<file path="config.mk">
export PLATFORM = sky130hd
export DESIGN_NAME = fcxm_queue
export DESIGN_NICKNAME = d
export VERILOG_FILES = /design/src/field_centric_xdrive_mixer_assert.svh /design/src/fcxm_pkg.sv /design/src/fcxm_queue.sv
export SDC_FILE = /design/constraint.sdc
export NUM_CORES = 1
export LEC_CHECK = 0
export ABC_AREA = 1
export CAP_MARGIN = 10
export CORE_ASPECT_RATIO = 0.7
export CORE_MARGIN = 5
export CORE_UTILIZATION = 30
export CTS_CLUSTER_SIZE = 20
export DETAILED_ROUTE_END_ITERATION = 8
export DONT_BUFFER_PORTS = 1
export HOLD_SLACK_MARGIN = 0.08
export PLACE_DENSITY = 0.44
export SLEW_MARGIN = 20
export SYNTH_ARGS = -nofsm -noshare
export SYNTH_HDL_FRONTEND = slang
export SYNTH_SLANG_ARGS = --single-unit
</file>
<file path="constraint.sdc">
create_clock -name i_clk -period 4.8 [get_ports i_clk]
set_input_delay 0 -clock i_clk [delete_from_list [all_inputs] [get_ports i_clk]]
set_output_delay 0 -clock i_clk [all_outputs]
set_load 0.01 [all_outputs]
</file>
<file path="src/field_centric_xdrive_mixer_assert.svh">
// ---------------------------------------------------------------------------
// Assertion macros for the field-centric X-drive mixer
// Implication checks in the same cycle and in the next cycle.
// ---------------------------------------------------------------------------
`ifndef FIELD_CENTRIC_XDRIVE_MIXER_ASSERT_SVH
`define FIELD_CENTRIC_XDRIVE_MIXER_ASSERT_SVH

// The consequent must hold in the same cycle as the antecedent.
`define FCXM_ASSERT_IMP(label, clk, rst_n, ante, cons) \
    label: assert property (@(posedge clk) disable iff (!rst_n) (ante) |-> (cons)) \
        else $error("fcxm same-cycle check failed");

// The consequent must hold in the cycle after the antecedent.
`define FCXM_ASSERT_NXT(label, clk, rst_n, ante, cons) \
    label: assert property (@(posedge clk) disable iff (!rst_n) (ante) |=> (cons)) \
        else $error("fcxm next-cycle check failed");

`endif

</file>
<file path="src/fcxm_pkg.sv">
// ---------------------------------------------------------------------------
// fcxm_pkg
// Types, constants and curve tables shared by the X-drive mixer modules.
// ---------------------------------------------------------------------------
package fcxm_pkg;

    localparam int CURVE_W        = 24;
    localparam int IQ             = 16;
    localparam int CORDIC_STEPS   = 16;
    localparam int CORDIC_PER_CYC = 4;
    localparam int STEP_W         = $clog2(CORDIC_STEPS / CORDIC_PER_CYC);
    localparam int SHIFT_W        = $clog2(CORDIC_STEPS);
    localparam int VEC_W          = 28;
    localparam int ANG_W          = 26;
    localparam int PROD_W         = VEC_W + 17;
    localparam int WHEEL_W        = 30;
    localparam int QUOT_W         = 26;
    localparam int DIV_PER_CYC    = 2;
    localparam int DIV_CYCLES     = QUOT_W / DIV_PER_CYC;
    localparam int DIV_CNT_W      = $clog2(DIV_CYCLES);
    localparam int DIV_W          = WHEEL_W + IQ + QUOT_W;
    localparam int CURVE_DIV_XY   = 100;
    localparam int CURVE_DIV_TURN = 50;
    localparam int HEAD_TURN      = 36000;
    localparam int HEAD_HALF      = 18000;
    localparam int HEAD_QUARTER   = 9000;

    localparam logic signed [16:0] ROT_SCALE = 17'sd28141;

    localparam logic signed [ANG_W-1:0] ATAN_TAB [CORDIC_STEPS] = '{
        26'sd1152000, 26'sd680065, 26'sd359328, 26'sd182400,
        26'sd91554,   26'sd45822,  26'sd22916,  26'sd11459,
        26'sd5730,    26'sd2865,   26'sd1432,   26'sd716,
        26'sd358,     26'sd179,    26'sd90,     26'sd45
    };

    typedef struct packed {
        logic signed [7:0]  strafe_axis;
        logic signed [7:0]  forward_axis;
        logic signed [7:0]  turn_axis;
        logic        [15:0] heading_centideg;
    } t_in;

    typedef struct packed {
        logic signed [15:0] front_left_speed;
        logic signed [15:0] back_left_speed;
        logic signed [15:0] front_right_speed;
        logic signed [15:0] back_right_speed;
    } t_out;

    // One classified item: curved axes, reduced angle and half-turn flag.
    typedef struct packed {
        logic signed [CURVE_W:0]  jx;
        logic signed [CURVE_W:0]  jy;
        logic signed [CURVE_W:0]  jz;
        logic signed [ANG_W-1:0]  z;
        logic                     flip;
    } t_job;

    typedef struct packed {
        logic full;
        logic empty;
    } t_q_status;

    typedef struct packed {
        logic idle;
        logic pop;
    } t_back_status;

    typedef enum logic [2:0] {
        BK_IDLE,
        BK_ROT,
        BK_SCALE,
        BK_MIX,
        BK_MUL,
        BK_DIV
    } t_back_state;

    typedef logic [CURVE_W-1:0] t_xy_tab   [129];
    typedef logic [CURVE_W-1:0] t_turn_tab [65];

    function automatic logic [63:0] f_isqrt(logic [63:0] x_in);
        logic [63:0] x;
        logic [63:0] r;
        logic [63:0] b;
        x = x_in;
        r = '0;
        b = 64'h4000_0000_0000_0000;
        for (int k = 0; k < 32; k++) begin
            if (x >= r + b) begin
                x = x - (r + b);
                r = (r >> 1) + b;
            end else begin
                r = r >> 1;
            end
            b = b >> 2;
        end
        return r;
    endfunction

    function automatic t_xy_tab f_build_xy();
        t_xy_tab     tab;
        logic [63:0] cube;
        logic [63:0] root;
        for (int a = 0; a < 129; a++) begin
            cube   = 64'(a * a * a);
            root   = f_isqrt((cube << 32) / CURVE_DIV_XY);
            tab[a] = root[CURVE_W-1:0];
        end
        return tab;
    endfunction

    function automatic t_turn_tab f_build_turn();
        t_turn_tab   tab;
        logic [63:0] cube;
        logic [63:0] root;
        for (int a = 0; a < 65; a++) begin
            cube   = 64'(a * a * a);
            root   = f_isqrt((cube << 32) / CURVE_DIV_TURN);
            tab[a] = root[CURVE_W-1:0];
        end
        return tab;
    endfunction

    localparam t_xy_tab   CURVE_XY_TAB   = f_build_xy();
    localparam t_turn_tab CURVE_TURN_TAB = f_build_turn();

endpackage

</file>
<file path="src/fcxm_queue.sv">
// ---------------------------------------------------------------------------
// fcxm_queue
// Two-entry queue of classified items between front and back.
// ---------------------------------------------------------------------------
module fcxm_queue (
    input  logic               i_clk,
    input  logic               i_rst_n,
    input  logic               i_push,
    input  fcxm_pkg::t_job     i_job,
    input  logic               i_pop,
    output fcxm_pkg::t_job     o_job,
    output fcxm_pkg::t_q_status o_status
);
    import fcxm_pkg::*;

    t_job       r_mem [2];
    logic       r_wr_ptr;
    logic       r_rd_ptr;
    logic [1:0] r_count;
    logic [1:0] n_count;

    always_comb begin
        n_count = r_count + 2'(i_push) - 2'(i_pop);
    end

    always_ff @(posedge i_clk) begin
        if (!i_rst_n) begin
            r_wr_ptr <= 1'b0;
            r_rd_ptr <= 1'b0;
            r_count  <= '0;
        end else begin
            if (i_push) begin
                r_wr_ptr <= ~r_wr_ptr;
            end
            if (i_pop) begin
                r_rd_ptr <= ~r_rd_ptr;
            end
            r_count <= n_count;
        end
    end

    always_ff @(posedge i_clk) begin
        if (i_push) begin
            r_mem[r_wr_ptr] <= i_job;
        end
    end

    assign o_job          = r_mem[r_rd_ptr];
    assign o_status.full  = r_count[1];
    assign o_status.empty = (r_count == 2'd0);

endmodule

</file>
Yosys cells after proc, flatten, opt, wreduce, memory -nomap -nowiden
Memories as Yosys holds them, arrays and structs flattened. A register that Yosys moved wholly into a read port is not among the register bits. Index checks and enable logic that the tools add are counted.

Flip-flop bits (word level): 4. Memory bits (writable): 204. Input port bits: 106. Output and inout port bits: 104. Word-level logic and storage cells: 13. Memories kept: 1.

Add/sub/neg operators: 2. Multiplexer cells: 4. Bitwise gates (word level): 2. Reductions and logical operators: 1.

Memory list: r_mem (depth 2, bits a word 102, rd ports 1, clocked after Yosys merged registers in 1, wr ports 1, RTL line fcxm_queue.sv:16) `t_job r_mem [2];`.

Operator list (number): 1-bit two-way mux (4); 2-bit by 1-bit adder with 2-bit output (1); 2-bit zero test (1); 1-bit inverter (2); 2-bit by 1-bit subtractor with 2-bit output (1).

Longest topological paths before layout
Depth in word-level cells: 3. Depth in mapped cells: 9. Depth with buffers taken out: 9.

Worst setup path before layout
No wires, ideal clock.

Path type: register -> register. Start point: register r_wr_ptr. End point: memory r_mem[0][0] (netlist bit), enable pin. Library setup time: 0.566 ns. Data arrival time: 4.559 ns. Path slack: -0.326 ns. Stages on the path, launching flop included: 2. Path buffers: 0. Path through: dfxtp_1 -> nor2_1.

RTL lines: start: declaration (RTL line fcxm_queue.sv:17) `logic r_wr_ptr;`; start signal: assignment (RTL line fcxm_queue.sv:33) `r_wr_ptr <= ~r_wr_ptr;`; end: declaration (RTL line fcxm_queue.sv:16).

No word-level cell before the write port.

Worst setup path in the final report
Start point: register r_count[0]. End point: register r_count[1].

Word-level cells in the longest chain between the ends: 2.

RTL lines: start: declaration (RTL line fcxm_queue.sv:19) `logic [1:0] r_count;`; start signal: assignment (RTL line fcxm_queue.sv:38) `r_count <= n_count;`; 2-bit by 1-bit adder with 2-bit output (RTL line fcxm_queue.sv:23) `n_count = r_count + 2'(i_push) - 2'(i_pop);`; 2-bit by 1-bit subtractor with 2-bit output (RTL line fcxm_queue.sv:23).

Every way passes these cells. A chain may end at the register's enable or synchronous reset.

==> results by group <==
Detailed routing
  – Routed WL: 15.4 mm
  – Top layer in use: met5
  – Via density per instance: 4.18
  – Drt pass-1 iters: 4
  – WL met3: around 1.7 mm
  – WL per Instance: ~18 um
  – Routed Antenna Nets: 0
  – Via count: 3,537
  – DR WL met2: 6.86 mm
  – DRT iter0 DRCs: about 120
  – Met1 wire length: roughly 6.4 mm
  – DRC Markers: 0

Critical path
  – Reg-to-Reg End: r_count[1]
  – Data required, critical path: 5190 ps
  – Max incr delay on CP: roughly 560 ps
  – Cell family with most CP delay: buffers and inverters
  – Worst r2r src: r_count[0]
  – Crit. End Element: flip-flop
  – R2R depth: 10
  – Crit path kind: reg2reg
  – Crit-path cells: inv_1 > ha_1 > inv_1 > ha_1 > inv_1 > nand2_1 > a21oi_1 > dlygate4sd3_1 > nor2_1 > dlygate4sd3_1
  – Critical path's slowest cell: dlygate4sd3_1
  – Setup slack, reg-to-reg: between 2000 and 2500 ps
  – CP Max Fanout: 2
  – CP arrival: 2780 ps
  – CP dominant cell by count: inv_1
  – CP Launch Type: flip-flop
  – Worst path bufs/invs: 5

Logic synthesis
  – #FFs+latches synth: 209
  – Synth warn: 0
  – Cell variety after synth: 13
  – Post-Syn Nets: 458
  – Netlist Area Pre-Place: between 7000 and 8000 um2
  – Seq/Total Area, Yosys: between 70% and 80%
  – Mux share of post-synthesis cell area: between 10% and 20%
  – Post-Synth Simple-Gate Area: 0.822%
  – Main combinational cell family by area after synthesis: multiplexers
  – Compound-gate portion of the synthesized area: less than 1%
  – Gate Count Post-Synth: 350
  – Synth Area in XOR/XNOR: 0%
  – Area share of fa/ha/maj cells after synthesis: 0.316%
  – Synthesized area per cell: between 20 and 25 um2

Pwr
  – Leak: 0.00355 uW
  – PwrDens: 412 nW/um2
  – Power, Total: roughly 4200 uW
  – Worst vdd rail ir drop: between 0.2 and 0.3 mV

Die
  – Die height: 146 um
  – Die ar.: roughly 30,000 um2
  – Die Wd: around 200 um
  – Boundary Pins: between 200 and 250
  – Core ar.: roughly 26,000 um2
  – Initial Util: 30.7%
  – Rows: 49

CTS
  – H-tree depth: 1
  – CTS tree: done
  – Maximum clock path buffer count: 3
  – Cts repair resizes: 0
  – Skew-Pair Late Insertion Delay: ~500 ps
  – CTS hold repair buffers: about 110
  – Post-CTS Setup Bufs: 0
  – Num CTS Buffers: 22
  – Clock transition at the registers of the reported paths: approximately 60 ps
  – CTS sink cnt: 209
  – Clk root buf: clkbuf_16

Timing
  – Slew Viols, Final: 0
  – Clock skew: slightly below 7 ps
  – Worst slack on hold paths: 143 ps
  – Finish-stage setup viols: 0
  – Minimum clock period after layout: approximately 2400 ps
  – Slew of the pin with the lowest slew margin: around 950 ps
  – Peak Freq: roughly 0.42 GHz
  – Setup ws final: between 2000 and 2500 ps
  – Setup TNS Final: 0 ps
  – RSZ-0062 raised after global routing: no
  – Final count of hold timing violations: 0
  – Tcrit/Tclk final: 49.8%
  – Slew headroom: between 30 and 40%

Cells and area
  – Layout Nets: 582
  – Most frequent cells in the layout: edfxtp_1, dlygate4sd3_1, mux2_4, clkbuf_16, mux2_2
  – Most common cell after layout, fill and taps aside: edfxtp_1
  – Share of post-route cells with drive strength above 1: about 28%
  – Area Growth Syn to Fin: 27.4%
  – Fillers: roughly 2.3k
  – Fin util: approximately 39%

Hold path
  – Hold Startpoint: i_job[18]
  – Hold depth: 1
  – Hold Path Sink: r_mem[0][18]
  – Hold crit path type: in2reg

Global route
  – Vias in the first global route: between 3k and 4k
  – GRT overflow: 0
  – Tot GR Track Use: under 10%
  – Global-route wire length before repair: about 23 mm
  – Largest net degree at the start of global routing: 72
  – Initial antenna violation count: 2

Flow run
  – Max-cap viol count: 0

Place
  – Placer congestion estimate: approximately 0.67
  – Post-DP HPWL: between 9 and 10 mm
  – Post-Place Setup Slack: 2560 ps
  – Port Buffers: 0

Status
  – Status: complete, no violations
layer usage:
layer,vias up,global-route usage [%]
met2,139,15.4
li1,1619,-
met4,2,2.85
met5,-,0
met3,29,5.12
met1,1748,12.3
logic make-up (layout without fill, tap and decap cells):
logic type,Yosys count,after routing
flip-flops,209,209
multiplexers,102,102
buffers and inverters,19,157
AND/OR/NAND/NOR,17,17
adder cells (fa/ha/maj),2,2
AO/OA/AOI/OAI,1,1
other,0,1
final cells by class:
class	count	area (um2)	share of cell area, %
clock inverter	12	106	1.06
antenna	1	2.50	0.0248
inverter	7	28.8	0.286
clock buffer	26	587	5.82
sequential	209	6230	61.8
timing repair buffer	112	1120	11.2
multi-input combinational	122	1550	15.4
tap	357	447	4.43
power by group:
part	total (uW)	internal, uW	switching (uW)
sequential	2150	2110	40.9
combinational	374	190	184
clock	1630	974	653
total	4160	3280	878
worst max-delay path by stage:
stage               startpoint      endpoint  cells after the start
CTS                  flip-flop     o_job[15]                      2
finish              r_count[0]    r_count[1]                     10
global route        r_count[0]    r_count[1]                     10
floorplan             r_wr_ptr   r_mem[0][0]                      1
global placement      r_wr_ptr  r_mem[1][44]                      3
detailed placement    r_wr_ptr  r_mem[1][44]                      3
synth_stat cells:
cell type	number	area, um2
buf_2	2	10.0
a21oi_1	1	5.00
inv_1	7	26.3
nand3_1	1	5.00
dfxtp_1	5	100
mux2_4	80	1200
nor2_1	8	30.0
buf_4	2	15.0
nand2_1	8	30.0
edfxtp_1	204	6130
ha_1	2	25.0
buf_6	8	90.1
mux2_2	22	248
state kept, by name (all words and copies together) (netlist names), named ones only:
| register | cells |
|---|---|
| r_rd_ptr | 1 |
| r_wr_ptr | 1 |
| r_mem | 204 |
| r_count | 2 |
per-stage QoR:
step	cell area [um2]	cells
floorplan	7910	350
global placement	8300	699
detailed placement	8300	699
CTS	10100	845
global route	10100	846
finish	10100	846
worst reg2reg max path, stage by stage, from the launching register on:
cell	delay [ps]
dfxtp_1	340
inv_1	50
ha_1	270
inv_1	40
ha_1	190
inv_1	60
nand2_1	60
a21oi_1	120
dlygate4sd3_1	560
nor2_1	40
dlygate4sd3_1	550
Power figures use the tool's default switching activity.
